### src/rtl/delayed_leader_follow_ndi_control_macros.svh
// ----------------------------------------------------------------------------
// delayed_leader_follow_ndi_control_macros.svh
// Assertion shorthands used by the top-level RTL file.
// ----------------------------------------------------------------------------
`ifndef DELAYED_LEADER_FOLLOW_NDI_CONTROL_MACROS_SVH
`define DELAYED_LEADER_FOLLOW_NDI_CONTROL_MACROS_SVH

// same-cycle implication
`define DLF_ASSERT_NOW(lbl, clk, rst_n, ante, cons, msg) \
    lbl: assert property (@(posedge clk) disable iff (!rst_n) (ante) |-> (cons)) \
        else $error(msg);

// next-cycle implication
`define DLF_ASSERT_NEXT(lbl, clk, rst_n, ante, cons, msg) \
    lbl: assert property (@(posedge clk) disable iff (!rst_n) (ante) |=> (cons)) \
        else $error(msg);

`endif

### src/rtl/dlf_ram.sv
// ----------------------------------------------------------------------------
// dlf_ram
// Simple dual-port RAM, one write port, one registered read port.
// ----------------------------------------------------------------------------
module dlf_ram #(
    parameter int WIDTH = 32,
    parameter int DEPTH = 32
) (
    input  logic                     i_clk,
    input  logic                     i_we,
    input  logic [$clog2(DEPTH)-1:0] i_waddr,
    input  logic [WIDTH-1:0]         i_wdata,
    input  logic [$clog2(DEPTH)-1:0] i_raddr,
    output logic [WIDTH-1:0]         o_rdata
);
    logic [WIDTH-1:0] r_mem [DEPTH];

    always_ff @(posedge i_clk) begin
        if (i_we) begin
            r_mem[i_waddr] <= i_wdata;
        end
        o_rdata <= r_mem[i_raddr];
    end
endmodule

### config.mk
export PLATFORM = sky130hd
export DESIGN_NAME = dlf_ram
export DESIGN_NICKNAME = d
export VERILOG_FILES = /design/src/rtl/delayed_leader_follow_ndi_control_macros.svh /design/src/rtl/dlf_ram.sv
export SDC_FILE = /design/constraint.sdc
export NUM_CORES = 1
export LEC_CHECK = 0
export ABC_AREA = 1
export BUFFER_PORTS_ARGS = -buffer_cell sky130_fd_sc_hd__buf_4
export CORE_MARGIN = 2
export CORE_UTILIZATION = 30
export DETAILED_ROUTE_END_ITERATION = 8
export PLACE_DENSITY = 0.54
export SLEW_MARGIN = 25
export SYNTH_ARGS = -nofsm -noshare
export SYNTH_HDL_FRONTEND = slang
export SYNTH_SLANG_ARGS = --single-unit
### constraint.sdc
create_clock -name i_clk -period 7.7 [get_ports i_clk]
set_input_delay 1.925 -clock i_clk [delete_from_list [all_inputs] [get_ports i_clk]]
set_output_delay 1.925 -clock i_clk [all_outputs]
set_load 0.02 [all_outputs]
==> flow_metrics.env <==
export IMPL_place_gp_congestion=0.761
export IMPL_ys_types=14
export IMPL_cts_hold_buf=0
export IMPL_required_ps=8050
export IMPL_dr_pass1_iters=7
export IMPL_ios=76
export IMPL_vias_per_cell=4.86
export IMPL_drive_gt1_share_pct=9.21
export IMPL_cts_root_buf="clkbuf_16"
export IMPL_avgSynthCellArea_sq_um=12.0
export IMPL_clock_sinks=1056
export IMPL_syn_to_final_growth_pct=13.7
export IMPL_worst_pin_slew_ps=1040
export IMPL_grt_usage_pct=16.5
export IMPL_clockBufferDepth=3
export IMPL_place_inst=5322
export IMPL_row_count=137
export IMPL_ant_nets=0
export IMPL_maxCapViolCount=0
export IMPL_grt_pass1_wl_um=178000
export IMPL_clock_skew_final_ps=24.6
export IMPL_core_sq_um=140000
export IMPL_nets=3599
export IMPL_relSlewSlack_pct=30.5
export IMPL_wl_per_cell_um=21.9
export IMPL_dieArea_sq_um=144000
export IMPL_yosysTopAreaCellShare_pct=72.5
export IMPL_yosysSeqAreaShare_pct=74.0
export IMPL_setup_ws_ps=3830
export IMPL_place_ws_ps=3130
export IMPL_die_w_um=380
export IMPL_syn_cell_area_sq_um=42400
export IMPL_critical_path_cell_chain="buf_4 > inv_1 > nand3_1 > nor2_4 > buf_4"
export IMPL_post_route_period_util_pct=50.3
export IMPL_slew_viol_final=0
export IMPL_clock_latency_ps=690
export IMPL_irDropWorstVdd_mv=0.179
export IMPL_end_kind="register"
export IMPL_status="finished, final reports clean"
export IMPL_holdWs_ps=736
export IMPL_slowest_delay_ps=980
export IMPL_synth_cells=3536
export IMPL_yosysWarningCount=0
export IMPL_synth_top_area_cell="edfxtp_1"
export IMPL_final_cells=5526
export IMPL_crit_type="input pin to register"
export IMPL_ys_seq_elements=1056
export IMPL_cp_slowest_cell="nor2_4"
export IMPL_finalHoldViolations=0
export IMPL_arrival_ps=4220
export IMPL_drtIter0Drc=2887
export IMPL_wirelength_um=121000
export IMPL_antenna_diode_count=0
export IMPL_synth_edf_count=1024
export IMPL_grt_pass1_vias=25789
export IMPL_rsz0062_at_grt="no"
export IMPL_clk_pin_slew_ps=60
export IMPL_ys_flop_type="edfxtp_1"
export IMPL_crit_path_frequent_cell="buf_4"
export IMPL_leakage_uw=0.0173
export IMPL_tns_ps=0
export IMPL_drc_errors=0
export IMPL_path_buf_inv=3
export IMPL_cts_setup_buffers=0
export IMPL_io_buffers=75
export IMPL_synth_most_common_cell="nand2_1"
export IMPL_vias=26852
export IMPL_grt_ovfl_total=0
export IMPL_cp_max_fo=17
export IMPL_cts_tree="built"
export IMPL_htreeDepth=3
export IMPL_hold_class="register to register"
export IMPL_max_freq_ghz=0.258
export IMPL_antenna_found_initial=6
export IMPL_die_height_um=380
export IMPL_p_per_area_nw_per_um2=262
export IMPL_synthesis_nets=3580
export IMPL_cp_start_kind="input pin"
export IMPL_setup_viol=0
export IMPL_synth_common_cells="nand2_1 (1440), edfxtp_1 (1024), nand3_1 (780), buf_2 (83), buf_6 (66)"
export IMPL_initial_utilization_pct=30.3
export IMPL_synth_top_cells_by_area="edfxtp_1 (73%), nand2_1 (13%), nand3_1 (9.2%)"
export IMPL_cp_top_family="simple AND/OR/NAND/NOR gates"
export IMPL_cts_inserted_buffers=107
export IMPL_async_flop_share_pct=0
export IMPL_grt_max_degree=182
export IMPL_period_needed_ps=3870
export IMPL_p_total_uw=12700
export IMPL_hpwlAfterDp_um=60500
export IMPL_cts_resized=0
## power by group
part	internal [uW]	switching [uW]
Sequential	6390	39.4
Clock	3230	2260
Combinational	193	554
## per-stage QoR
stage / instance area [sq um] / utilization [%]
after global placement: 44500 / 31.8
after floorplan: 42400 / -
final: 48200 / 34.5
after detailed placement: 44500 / 31.8
after global routing: 48200 / 34.5
after CTS: 48200 / 34.5
## per-layer routing
layer / part of all wire, % / track usage, %
met1: 44 / 22.7
met2: 47 / 26.7
met3: 6.6 / 2.74
met4: 2.3 / 4.71
met5: 0.057 / 0
## kinds of logic after synthesis
logic type	Yosys count	share of synthesized area (%)
buffers and inverters	228	3.74
flip-flops	1056	74.0
AND/OR/NAND/NOR	2252	22.2
## sequential cells by signal, summed over array words and instances, names as in the netlist
signal / flops
o_rdata: 32
r_mem: 1024
## final timing paths
| check | slack [ps] | start | end | cells after the start |
|---|---|---|---|---|
| worst min register to register | 740 | r_mem[7][2] | o_rdata[2] | 8 |
| worst min-delay path | 740 | r_mem[7][2] | o_rdata[2] | 8 |
| worst max-delay path | 3830 | i_waddr[0] | r_mem[22][21] | 5 |
| worst max register to register | 6450 | r_mem[31][20] | o_rdata[20] | 8 |
## layout make-up
cell class              count  area (sq um)
multi-input cells        2252          9670
fillers                 13740         91600
clock inverters            78           921
inverters                  10          67.6
flip-flops and latches   1056         31400
repair buffers            128          1030
clock buffers             126          2810
well taps                1876          2350
## layout by cell type (no fill, tap or decap)
cell type   synthesis  layout
clkbuf_1           24      14
edfxtp_1         1024    1024
inv_8               1       1
buf_12              0       4
nand3_1           780     780
buf_8               3       2
nor2_4              0      32
buf_6              66       1
inv_1               7       5
clkinvlp_4          0       8
clkinv_2            0      26
clkinv_4            0       1
bufinv_16           0      18
inv_16              0       2
clkbuf_16           0     108
nand2_1          1440    1440
clkbuf_8            0       4
inv_2               2       1
dfxtp_1            32      32
clkinv_16           0       2
buf_4              24     121
clkinv_1            0      19
inv_6               0       5
## worst min-delay path, delay by kind of cell (launching register included)
family           cells  cell delay [ps]
DFF                  1              320
and+or+nand+nor      8              420
(Power assumes the default switching activity.)
