<file path="config.mk">
export PLATFORM = sky130hd
export DESIGN_NAME = dlf_law
export DESIGN_NICKNAME = d
export VERILOG_FILES = /design/src/rtl/delayed_leader_follow_ndi_control_macros.svh /design/src/rtl/dlf_pkg.sv /design/src/rtl/dlf_law.sv
export SDC_FILE = /design/constraint.sdc
export NUM_CORES = 2
export LEC_CHECK = 0
export BUFFER_PORTS_ARGS = -buffer_cell sky130_fd_sc_hd__buf_2
export CORE_UTILIZATION = 55
export DETAILED_ROUTE_END_ITERATION = 8
export GPL_TIMING_DRIVEN = 0
export MAX_ROUTING_LAYER = met4
export PLACE_DENSITY_LB_ADDON = 0.1
export SKIP_LAST_GASP = 1
export SLEW_MARGIN = 20
export SYNTH_ARGS = -nofsm -noshare
export SYNTH_HDL_FRONTEND = slang
export SYNTH_SLANG_ARGS = --single-unit
</file>
<file path="constraint.sdc">
create_clock -name i_clk -period 20.6 [get_ports i_clk]
set_clock_uncertainty 0.15 [all_clocks]
set_input_delay 1.03 -clock i_clk [delete_from_list [all_inputs] [get_ports i_clk]]
set_output_delay 1.03 -clock i_clk [all_outputs]
set_load 0.01 [all_outputs]
</file>
<file path="src/rtl/delayed_leader_follow_ndi_control_macros.svh">
// ----------------------------------------------------------------------------
// delayed_leader_follow_ndi_control_macros.svh
// Assertion shorthands used by the top-level RTL file.
// ----------------------------------------------------------------------------
`ifndef DELAYED_LEADER_FOLLOW_NDI_CONTROL_MACROS_SVH
`define DELAYED_LEADER_FOLLOW_NDI_CONTROL_MACROS_SVH

// same-cycle implication
`define DLF_ASSERT_NOW(lbl, clk, rst_n, ante, cons, msg) \
    lbl: assert property (@(posedge clk) disable iff (!rst_n) (ante) |-> (cons)) \
        else $error(msg);

// next-cycle implication
`define DLF_ASSERT_NEXT(lbl, clk, rst_n, ante, cons, msg) \
    lbl: assert property (@(posedge clk) disable iff (!rst_n) (ante) |=> (cons)) \
        else $error(msg);

`endif

</file>
<file path="src/rtl/dlf_pkg.sv">
// ----------------------------------------------------------------------------
// dlf_pkg
// Shared types, register codes and saturation helpers.
// ----------------------------------------------------------------------------
package dlf_pkg;

    localparam int RING_DEPTH_DEF = 32;
    localparam int CFG_IDX_W      = 3;

    localparam logic [CFG_IDX_W-1:0] CFG_TAU_X    = 3'd0;
    localparam logic [CFG_IDX_W-1:0] CFG_TAU_Y    = 3'd1;
    localparam logic [CFG_IDX_W-1:0] CFG_GAIN_P   = 3'd2;
    localparam logic [CFG_IDX_W-1:0] CFG_GAIN_D   = 3'd3;
    localparam logic [CFG_IDX_W-1:0] CFG_DELAY    = 3'd4;
    localparam logic [CFG_IDX_W-1:0] CFG_MAX_CMD  = 3'd5;

    localparam logic [30:0]        RST_TAU_X   = 31'd196608;
    localparam logic [30:0]        RST_TAU_Y   = 31'd196608;
    localparam logic signed [31:0] RST_GAIN_P  = -32'sd98304;
    localparam logic signed [31:0] RST_GAIN_D  = -32'sd196608;
    localparam logic [30:0]        RST_DELAY   = 31'd262144;
    localparam logic [30:0]        RST_MAX_CMD = 31'd6554;

    // one ring entry
    typedef struct packed {
        logic [31:0]        time_v;
        logic signed [31:0] pos_x;
        logic signed [31:0] pos_y;
        logic signed [31:0] fvel_x;
        logic signed [31:0] fvel_y;
        logic signed [31:0] lvel_x;
        logic signed [31:0] lvel_y;
        logic signed [31:0] yaw;
        logic signed [31:0] lacc_x;
        logic signed [31:0] lacc_y;
    } t_sample;

    localparam int SAMPLE_W = $bits(t_sample);

    // operands for the control law sequencer
    typedef struct packed {
        logic signed [31:0] u1;
        logic signed [31:0] v1;
        logic signed [31:0] r;
        logic signed [31:0] u2;
        logic signed [31:0] v2;
        logic signed [31:0] ax;
        logic signed [31:0] ay;
        logic signed [31:0] xd;
        logic signed [31:0] yd;
        logic signed [31:0] du;
        logic signed [31:0] dv;
    } t_law_ops;

    function automatic logic signed [31:0] sat32(input logic signed [63:0] v);
        if (v > 64'sd2147483647) begin
            return 32'sh7FFFFFFF;
        end else if (v < -64'sd2147483648) begin
            return 32'sh80000000;
        end else begin
            return v[31:0];
        end
    endfunction

    function automatic logic signed [31:0] sat_add(input logic signed [31:0] a,
                                                   input logic signed [31:0] b);
        return sat32(64'(a) + 64'(b));
    endfunction

    function automatic logic signed [31:0] sat_sub(input logic signed [31:0] a,
                                                   input logic signed [31:0] b);
        return sat32(64'(a) - 64'(b));
    endfunction

endpackage

</file>
<file path="src/rtl/dlf_law.sv">
// ----------------------------------------------------------------------------
// dlf_law
// NDI control law on one shared saturating Q16.16 multiplier, op by op.
// ----------------------------------------------------------------------------
module dlf_law (
    input  logic                  i_clk,
    input  logic                  i_rst_n,
    input  logic                  i_start,
    input  dlf_pkg::t_law_ops     i_ops,
    input  logic [30:0]           i_tau_x,
    input  logic [30:0]           i_tau_y,
    input  logic signed [31:0]    i_gain_p,
    input  logic signed [31:0]    i_gain_d,
    output logic                  o_done,
    output logic signed [31:0]    o_cx,
    output logic signed [31:0]    o_cy
);
    import dlf_pkg::*;

    localparam logic [4:0] ST_EX  = 5'd0;
    localparam logic [4:0] ST_EY  = 5'd1;
    localparam logic [4:0] ST_WX0 = 5'd2;
    localparam logic [4:0] ST_WX1 = 5'd3;
    localparam logic [4:0] ST_WY0 = 5'd4;
    localparam logic [4:0] ST_WY1 = 5'd5;
    localparam logic [4:0] ST_RR  = 5'd6;
    localparam logic [4:0] ST_RTX = 5'd7;
    localparam logic [4:0] ST_RTY = 5'd8;
    localparam logic [4:0] ST_CX0 = 5'd9;
    localparam logic [4:0] ST_CX1 = 5'd10;
    localparam logic [4:0] ST_CX2 = 5'd11;
    localparam logic [4:0] ST_CX3 = 5'd12;
    localparam logic [4:0] ST_CX4 = 5'd13;
    localparam logic [4:0] ST_CY0 = 5'd14;
    localparam logic [4:0] ST_CY1 = 5'd15;
    localparam logic [4:0] ST_CY2 = 5'd16;
    localparam logic [4:0] ST_CY3 = 5'd17;
    localparam logic [4:0] ST_CY4 = 5'd18;

    logic               r_busy, r_ph, r_done;
    logic [4:0]         r_step;
    logic signed [63:0] r_prod;
    logic signed [31:0] r_ex, r_ey, r_wx, r_wy, r_rr, r_rtx, r_rty, r_cx, r_cy;
    logic signed [31:0] op_a, op_b, m;
    logic signed [31:0] tx, ty;

    assign tx = $signed({1'b0, i_tau_x});
    assign ty = $signed({1'b0, i_tau_y});
    assign m  = sat32(r_prod >>> 16);

    always_comb begin
        op_a = i_ops.r;
        op_b = i_ops.r;
        unique case (r_step)
            ST_EX:  begin op_a = i_ops.r;  op_b = i_ops.yd; end
            ST_EY:  begin op_a = i_ops.r;  op_b = i_ops.xd; end
            ST_WX0: begin op_a = i_gain_p; op_b = i_ops.xd; end
            ST_WX1: begin op_a = i_gain_d; op_b = r_ex;     end
            ST_WY0: begin op_a = i_gain_p; op_b = i_ops.yd; end
            ST_WY1: begin op_a = i_gain_d; op_b = r_ey;     end
            ST_RR:  begin op_a = i_ops.r;  op_b = i_ops.r;  end
            ST_RTX: begin op_a = i_ops.r;  op_b = tx;       end
            ST_RTY: begin op_a = i_ops.r;  op_b = ty;       end
            ST_CX0: begin op_a = r_rr;     op_b = i_ops.xd; end
            ST_CX1: begin op_a = r_rtx;    op_b = i_ops.v1; end
            ST_CX2: begin op_a = i_ops.ax; op_b = tx;       end
            ST_CX3: begin op_a = sat_add(r_rtx, r_rtx); op_b = i_ops.v2; end
            ST_CX4: begin op_a = tx;       op_b = r_wx;     end
            ST_CY0: begin op_a = r_rr;     op_b = i_ops.yd; end
            ST_CY1: begin op_a = r_rty;    op_b = i_ops.u1; end
            ST_CY2: begin op_a = i_ops.ay; op_b = ty;       end
            ST_CY3: begin op_a = sat_add(r_rty, r_rty); op_b = i_ops.u2; end
            ST_CY4: begin op_a = ty;       op_b = r_wy;     end
            default: begin op_a = i_ops.r; op_b = i_ops.r; end
        endcase
    end

    always_ff @(posedge i_clk) begin
        if (!i_rst_n) begin
            r_busy <= 1'b0;
            r_ph   <= 1'b0;
            r_done <= 1'b0;
            r_step <= '0;
        end else begin
            r_done <= !i_start && r_busy && r_ph && (r_step == ST_CY4);
            if (i_start) begin
                r_busy <= 1'b1;
                r_ph   <= 1'b0;
                r_step <= ST_EX;
            end else if (r_busy) begin
                r_ph <= !r_ph;
                if (r_ph) begin
                    if (r_step == ST_CY4) begin
                        r_busy <= 1'b0;
                    end else begin
                        r_step <= r_step + 5'd1;
                    end
                end
            end
        end
    end

    // product on the first half, writeback on the second
    always_ff @(posedge i_clk) begin
        if (r_busy && !r_ph) begin
            r_prod <= op_a * op_b;
        end
        if (r_busy && r_ph) begin
            unique case (r_step)
                ST_EX:  r_ex  <= sat_add(i_ops.du, m);
                ST_EY:  r_ey  <= sat_sub(i_ops.dv, m);
                ST_WX0: r_wx  <= m;
                ST_WX1: r_wx  <= sat_add(r_wx, m);
                ST_WY0: r_wy  <= m;
                ST_WY1: r_wy  <= sat_add(r_wy, m);
                ST_RR:  r_rr  <= m;
                ST_RTX: r_rtx <= m;
                ST_RTY: r_rty <= m;
                ST_CX0: r_cx  <= sat_sub(i_ops.u1, m);
                ST_CX1: r_cx  <= sat_sub(r_cx, m);
                ST_CX2: r_cx  <= sat_add(r_cx, m);
                ST_CX3: r_cx  <= sat_add(r_cx, m);
                ST_CX4: r_cx  <= sat_sub(r_cx, m);
                ST_CY0: r_cy  <= sat_sub(i_ops.v1, m);
                ST_CY1: r_cy  <= sat_add(r_cy, m);
                ST_CY2: r_cy  <= sat_add(r_cy, m);
                ST_CY3: r_cy  <= sat_sub(r_cy, m);
                ST_CY4: r_cy  <= sat_sub(r_cy, m);
                default: r_cy <= r_cy;
            endcase
        end
    end

    assign o_done = r_done;
    assign o_cx   = r_cx;
    assign o_cy   = r_cy;
endmodule

</file>
==> metrics.txt <==
# TYPE chip_impl_metric gauge
chip_impl_info{name="violations",value="DRC"} 1
chip_impl_metric{name="cts_sinks",unit=""} 344
chip_impl_metric{name="tritoncts.num_buffers",unit=""} 46
chip_impl_metric{name="area_of_combinational_cells_with_multiple_inputs",unit="um2"} 53400
chip_impl_metric{name="worst_setup_hold_path_clk_slew",unit="ns"} 0.06
chip_impl_metric{name="final-max-slew-violation-count",unit=""} 0
chip_impl_metric{name="synth.yosys.warnings",unit=""} 0
chip_impl_metric{name="nets",unit=""} 10600
chip_impl_info{name="critical_path_slowest_stage_cell",value="sky130_fd_sc_hd__clkbuf_1"} 1
chip_impl_metric{name="fin_tns_setup",unit="ns"} 0
chip_impl_metric{name="seq_area",unit="um2"} 10200
chip_impl_metric{name="regToRegSetupSlack",unit="ns"} 4.02
chip_impl_info{name="cts_root_buffer",value="sky130_fd_sc_hd__clkbuf_16"} 1
chip_impl_metric{name="wire_length_of_the_first_global_routing_pass",unit="um"} 516000
chip_impl_info{name="timing.hold.worst.class",value="reg2reg"} 1
chip_impl_metric{name="postCtsSetupRepairBufs",unit=""} 0
chip_impl_metric{name="port_buffers",unit=""} 545
chip_impl_metric{name="wl_per_cell",unit="um"} 37.1
chip_impl_info{name="rsz_0062_raised_after_global_routing",value="no"} 1
chip_impl_metric{name="filler_cell_count",unit=""} 11100
chip_impl_metric{name="crit_fanout",unit=""} 10
chip_impl_metric{name="worst_slew_margin_rel",unit="%"} 6.05
chip_impl_info{name="leading_cell_types_by_total_area_after_synthesis",value="sky130_fd_sc_hd__fa_1, sky130_fd_sc_hd__edfxtp_1, sky130_fd_sc_hd__ha_1"} 1
chip_impl_metric{name="synth_seq_area_share",unit="%"} 14.8
chip_impl_metric{name="worst-endpoint-required",unit="ns"} 20.87
chip_impl_metric{name="total_i_o_pin_count",unit=""} 546
chip_impl_metric{name="min_cycle_time_layout",unit="ns"} 16.58
chip_impl_metric{name="critical_path_arrival",unit="ns"} 16.85
chip_impl_metric{name="post_cts_resize_count",unit=""} 0
chip_impl_metric{name="gate_count_after_technology_mapping",unit=""} 7898
chip_impl_metric{name="grt_start_max_net_pins",unit=""} 33
chip_impl_info{name="synth_top_flop_cell",value="sky130_fd_sc_hd__edfxtp_1"} 1
chip_impl_metric{name="first_global_vias",unit=""} 67800
chip_impl_info{name="synth_top_cell_by_area",value="sky130_fd_sc_hd__fa_1"} 1
chip_impl_metric{name="gr-usage-all-layers",unit="%"} 61.3
chip_impl_info{name="cp_common_cell",value="sky130_fd_sc_hd__fa_1"} 1
chip_impl_metric{name="max_clk_rate",unit="MHz"} 60.3
chip_impl_metric{name="detailed_place_hpwl",unit="um"} 313000
chip_impl_metric{name="synth-edff-count",unit=""} 336
chip_impl_metric{name="place_congestion",unit=""} 1.25
chip_impl_metric{name="drtIter0Drc",unit=""} 13000
chip_impl_metric{name="core.rowCount",unit=""} 129
chip_impl_metric{name="routed-via-count",unit=""} 72200
chip_impl_metric{name="vias_per_cell",unit=""} 7.01
chip_impl_metric{name="max-cap-violations",unit=""} 0
chip_impl_metric{name="clk_latency",unit="ns"} 0.68
chip_impl_info{name="critPathKind",value="reg2reg"} 1
chip_impl_metric{name="ctsHtreeMaxLevel",unit=""} 2
chip_impl_metric{name="number_of_antenna_violations_at_the_first_check_in_global_routing",unit=""} 52
chip_impl_metric{name="setup_viol",unit=""} 0
chip_impl_metric{name="signed_area_change_from_the_synthesized_netlist_to_the_final_layout",unit="%"} 11.5
chip_impl_metric{name="clock_tree.buffer_depth",unit=""} 3
chip_impl_metric{name="timing.final.crit_share",unit="%"} 80.5
chip_impl_metric{name="net_count_synth",unit=""} 9977
chip_impl_metric{name="floorplan.die_area",unit="um2"} 127000
chip_impl_metric{name="cp_slowest_stage_delay",unit="ns"} 1.11
chip_impl_metric{name="flops_latches_synth",unit=""} 344
chip_impl_metric{name="detail_route.drc_violations",unit=""} 108
chip_impl_info{name="startpoint_type",value="flop"} 1
chip_impl_metric{name="cts_hold_buf",unit=""} 0
chip_impl_metric{name="holdWs",unit="ns"} 0.386
chip_impl_metric{name="async_reset_ff_share",unit="%"} 0
chip_impl_metric{name="ys_types",unit=""} 98
chip_impl_metric{name="drive_above_1_share",unit="%"} 10.3
chip_impl_info{name="status",value="finished with violations"} 1
chip_impl_metric{name="core-area",unit="um2"} 124000
chip_impl_metric{name="globalRouteOverflowTotal",unit=""} 0
chip_impl_metric{name="die_x",unit="um"} 357
chip_impl_metric{name="non_filler_cells_in_the_finished_layout",unit=""} 10300
chip_impl_metric{name="transition_time_of_the_tightest_slew_check_pin",unit="ns"} 1.41
chip_impl_metric{name="placedCellCount",unit=""} 10100
chip_impl_metric{name="final_core_utilization",unit="%"} 62.1
chip_impl_metric{name="drt-total-wl",unit="um"} 382000
chip_impl_metric{name="yosys.area.top_type_share",unit="%"} 31.5
chip_impl_metric{name="drt_pass1_iterations",unit=""} 9
chip_impl_metric{name="final-hold-violation-count",unit=""} 0
chip_impl_metric{name="synth_area_per_cell",unit="um2"} 8.77
chip_impl_info{name="worstSetupEndpointType",value="flop"} 1
chip_impl_info{name="cts_tree",value="done"} 1
chip_impl_metric{name="die_ht",unit="um"} 357
chip_impl_metric{name="initial_utilization",unit="%"} 55.7
chip_impl_metric{name="mappedNetlistArea",unit="um2"} 69200
chip_impl_metric{name="antenna_left",unit=""} 0
==> registers in the layout, summed over array words and instances, names as in the netlist, 5 cells and up <==
name and count:
r_wy 32, r_prod 48, r_rty 32, r_wx 32
o_cy 32, r_rr 32, r_rtx 32, r_step 5
r_ex 32, r_ey 32, o_cx 32
==> synthesized netlist by cell type (all sizes together), types with 26 or more instances <==
cell,count
nor2b,62
and3,34
a211oi,40
or3,26
buf,41
o31ai,35
o21ai,305
a21oi,491
xnor2,206
o21bai,59
nand2b,84
nand4,50
fa,1091
ha,507
a21o,148
nand3,156
inv,1212
a222oi,56
xor2,78
a31oi,46
nor2,792
a22o,46
clkbuf,365
and2,44
nand2,764
a22oi,196
a221oi,55
nor3,102
edfxtp,336
o21a,60
o211ai,53
or2,47
==> worst paths after layout <==
check             cells after the start    endpoint       from
setup / recovery                     37  r_prod[63]  r_step[1]
hold / removal                        2   r_step[1]  r_step[1]
setup reg to reg                     37  r_prod[63]  r_step[1]
hold reg to reg                       2   r_step[1]  r_step[1]
==> critical path, delay by kind of cell, from the launching register on <==
| kind | cells | cell delay, ns |
|---|---|---|
| AOI/OAI and AO/OA | 13 | 3.93 |
| xor gates and xnor gates | 1 | 0.14 |
| adders and majority gates | 10 | 4.37 |
| buffers and inverters | 9 | 6.36 |
| DFF | 1 | 0.34 |
| and+or+nand+nor | 4 | 0.96 |
==> area by class of cell <==
cell class / count / share of cell area (%)
multi-input cells: 5935 / 69.1
flip-flops and latches: 344 / 13.3
inverters: 1213 / 5.90
repair buffers: 606 / 4.75
well taps: 1637 / 2.65
plain buffers: 406 / 2.07
clock buffers: 56 / 1.68
clock inverters: 25 / 0.303
diodes: 80 / 0.259
==> stage by stage <==
stage                     cell area [um2]  setup WS, ns
after floorplan                     69200         10.04
after global placement              74000          4.95
after detailed placement            75500          5.30
after CTS                           77000          5.23
after global routing                77100          4.60
final                               77200          4.02
==> cells in the final DEF (no fill, tap or decap), types with 17 or more instances in the layout <==
| master | count |
|---|---|
| sky130_fd_sc_hd__a211oi_1 | 36 |
| sky130_fd_sc_hd__a21o_1 | 147 |
| sky130_fd_sc_hd__a21oi_1 | 460 |
| sky130_fd_sc_hd__a21oi_4 | 23 |
| sky130_fd_sc_hd__a221oi_1 | 54 |
| sky130_fd_sc_hd__a222oi_1 | 56 |
| sky130_fd_sc_hd__a22o_1 | 46 |
| sky130_fd_sc_hd__a22oi_1 | 196 |
| sky130_fd_sc_hd__a31oi_1 | 42 |
| sky130_fd_sc_hd__and2_1 | 43 |
| sky130_fd_sc_hd__and3_1 | 34 |
| sky130_fd_sc_hd__buf_1 | 23 |
| sky130_fd_sc_hd__buf_2 | 565 |
| sky130_fd_sc_hd__clkbuf_1 | 344 |
| sky130_fd_sc_hd__clkbuf_16 | 50 |
| sky130_fd_sc_hd__clkbuf_2 | 26 |
| sky130_fd_sc_hd__diode_2 | 80 |
| sky130_fd_sc_hd__edfxtp_1 | 336 |
| sky130_fd_sc_hd__fa_1 | 1090 |
| sky130_fd_sc_hd__ha_1 | 507 |
| sky130_fd_sc_hd__inv_1 | 1212 |
| sky130_fd_sc_hd__nand2_1 | 764 |
| sky130_fd_sc_hd__nand2b_1 | 84 |
| sky130_fd_sc_hd__nand3_1 | 156 |
| sky130_fd_sc_hd__nand3b_1 | 17 |
| sky130_fd_sc_hd__nand4_1 | 50 |
| sky130_fd_sc_hd__nor2_1 | 775 |
| sky130_fd_sc_hd__nor2b_1 | 61 |
| sky130_fd_sc_hd__nor3_1 | 97 |
| sky130_fd_sc_hd__o211ai_1 | 53 |
| sky130_fd_sc_hd__o21a_1 | 60 |
| sky130_fd_sc_hd__o21ai_0 | 281 |
| sky130_fd_sc_hd__o21bai_1 | 59 |
| sky130_fd_sc_hd__o31ai_1 | 33 |
| sky130_fd_sc_hd__or2_2 | 46 |
| sky130_fd_sc_hd__or3_1 | 26 |
| sky130_fd_sc_hd__xnor2_1 | 205 |
| sky130_fd_sc_hd__xor2_1 | 78 |
==> kinds of logic (layout without fill, tap and decap cells) <==
group           count (synthesis)  after routing  synth area share, %
compound gates               1798           1798                 17.4
xor+xnor                      284            284                 3.59
fa+ha+maj                    1608           1608                 40.9
buf+inv                      1619           2306                 8.83
flops                         344            344                 14.8
mux                            11             11                0.164
other cells                     0             80                    0
simple gates                 2234           2234                 14.3
==> metal layers <==
metal | up-vias | GRT usage [%] | part of all wire [%]
li1 | 27900 | - | -
met1 | 34900 | 66.9 | 32
met2 | 7174 | 77.2 | 37
met3 | 2347 | 36.1 | 19
met4 | 0 | 53.8 | 12
met5 | - | - | 0
Power is left out: the tool's default activity adds up to more than one toggle a clock period on the data nets, which glitch-free logic cannot reach.
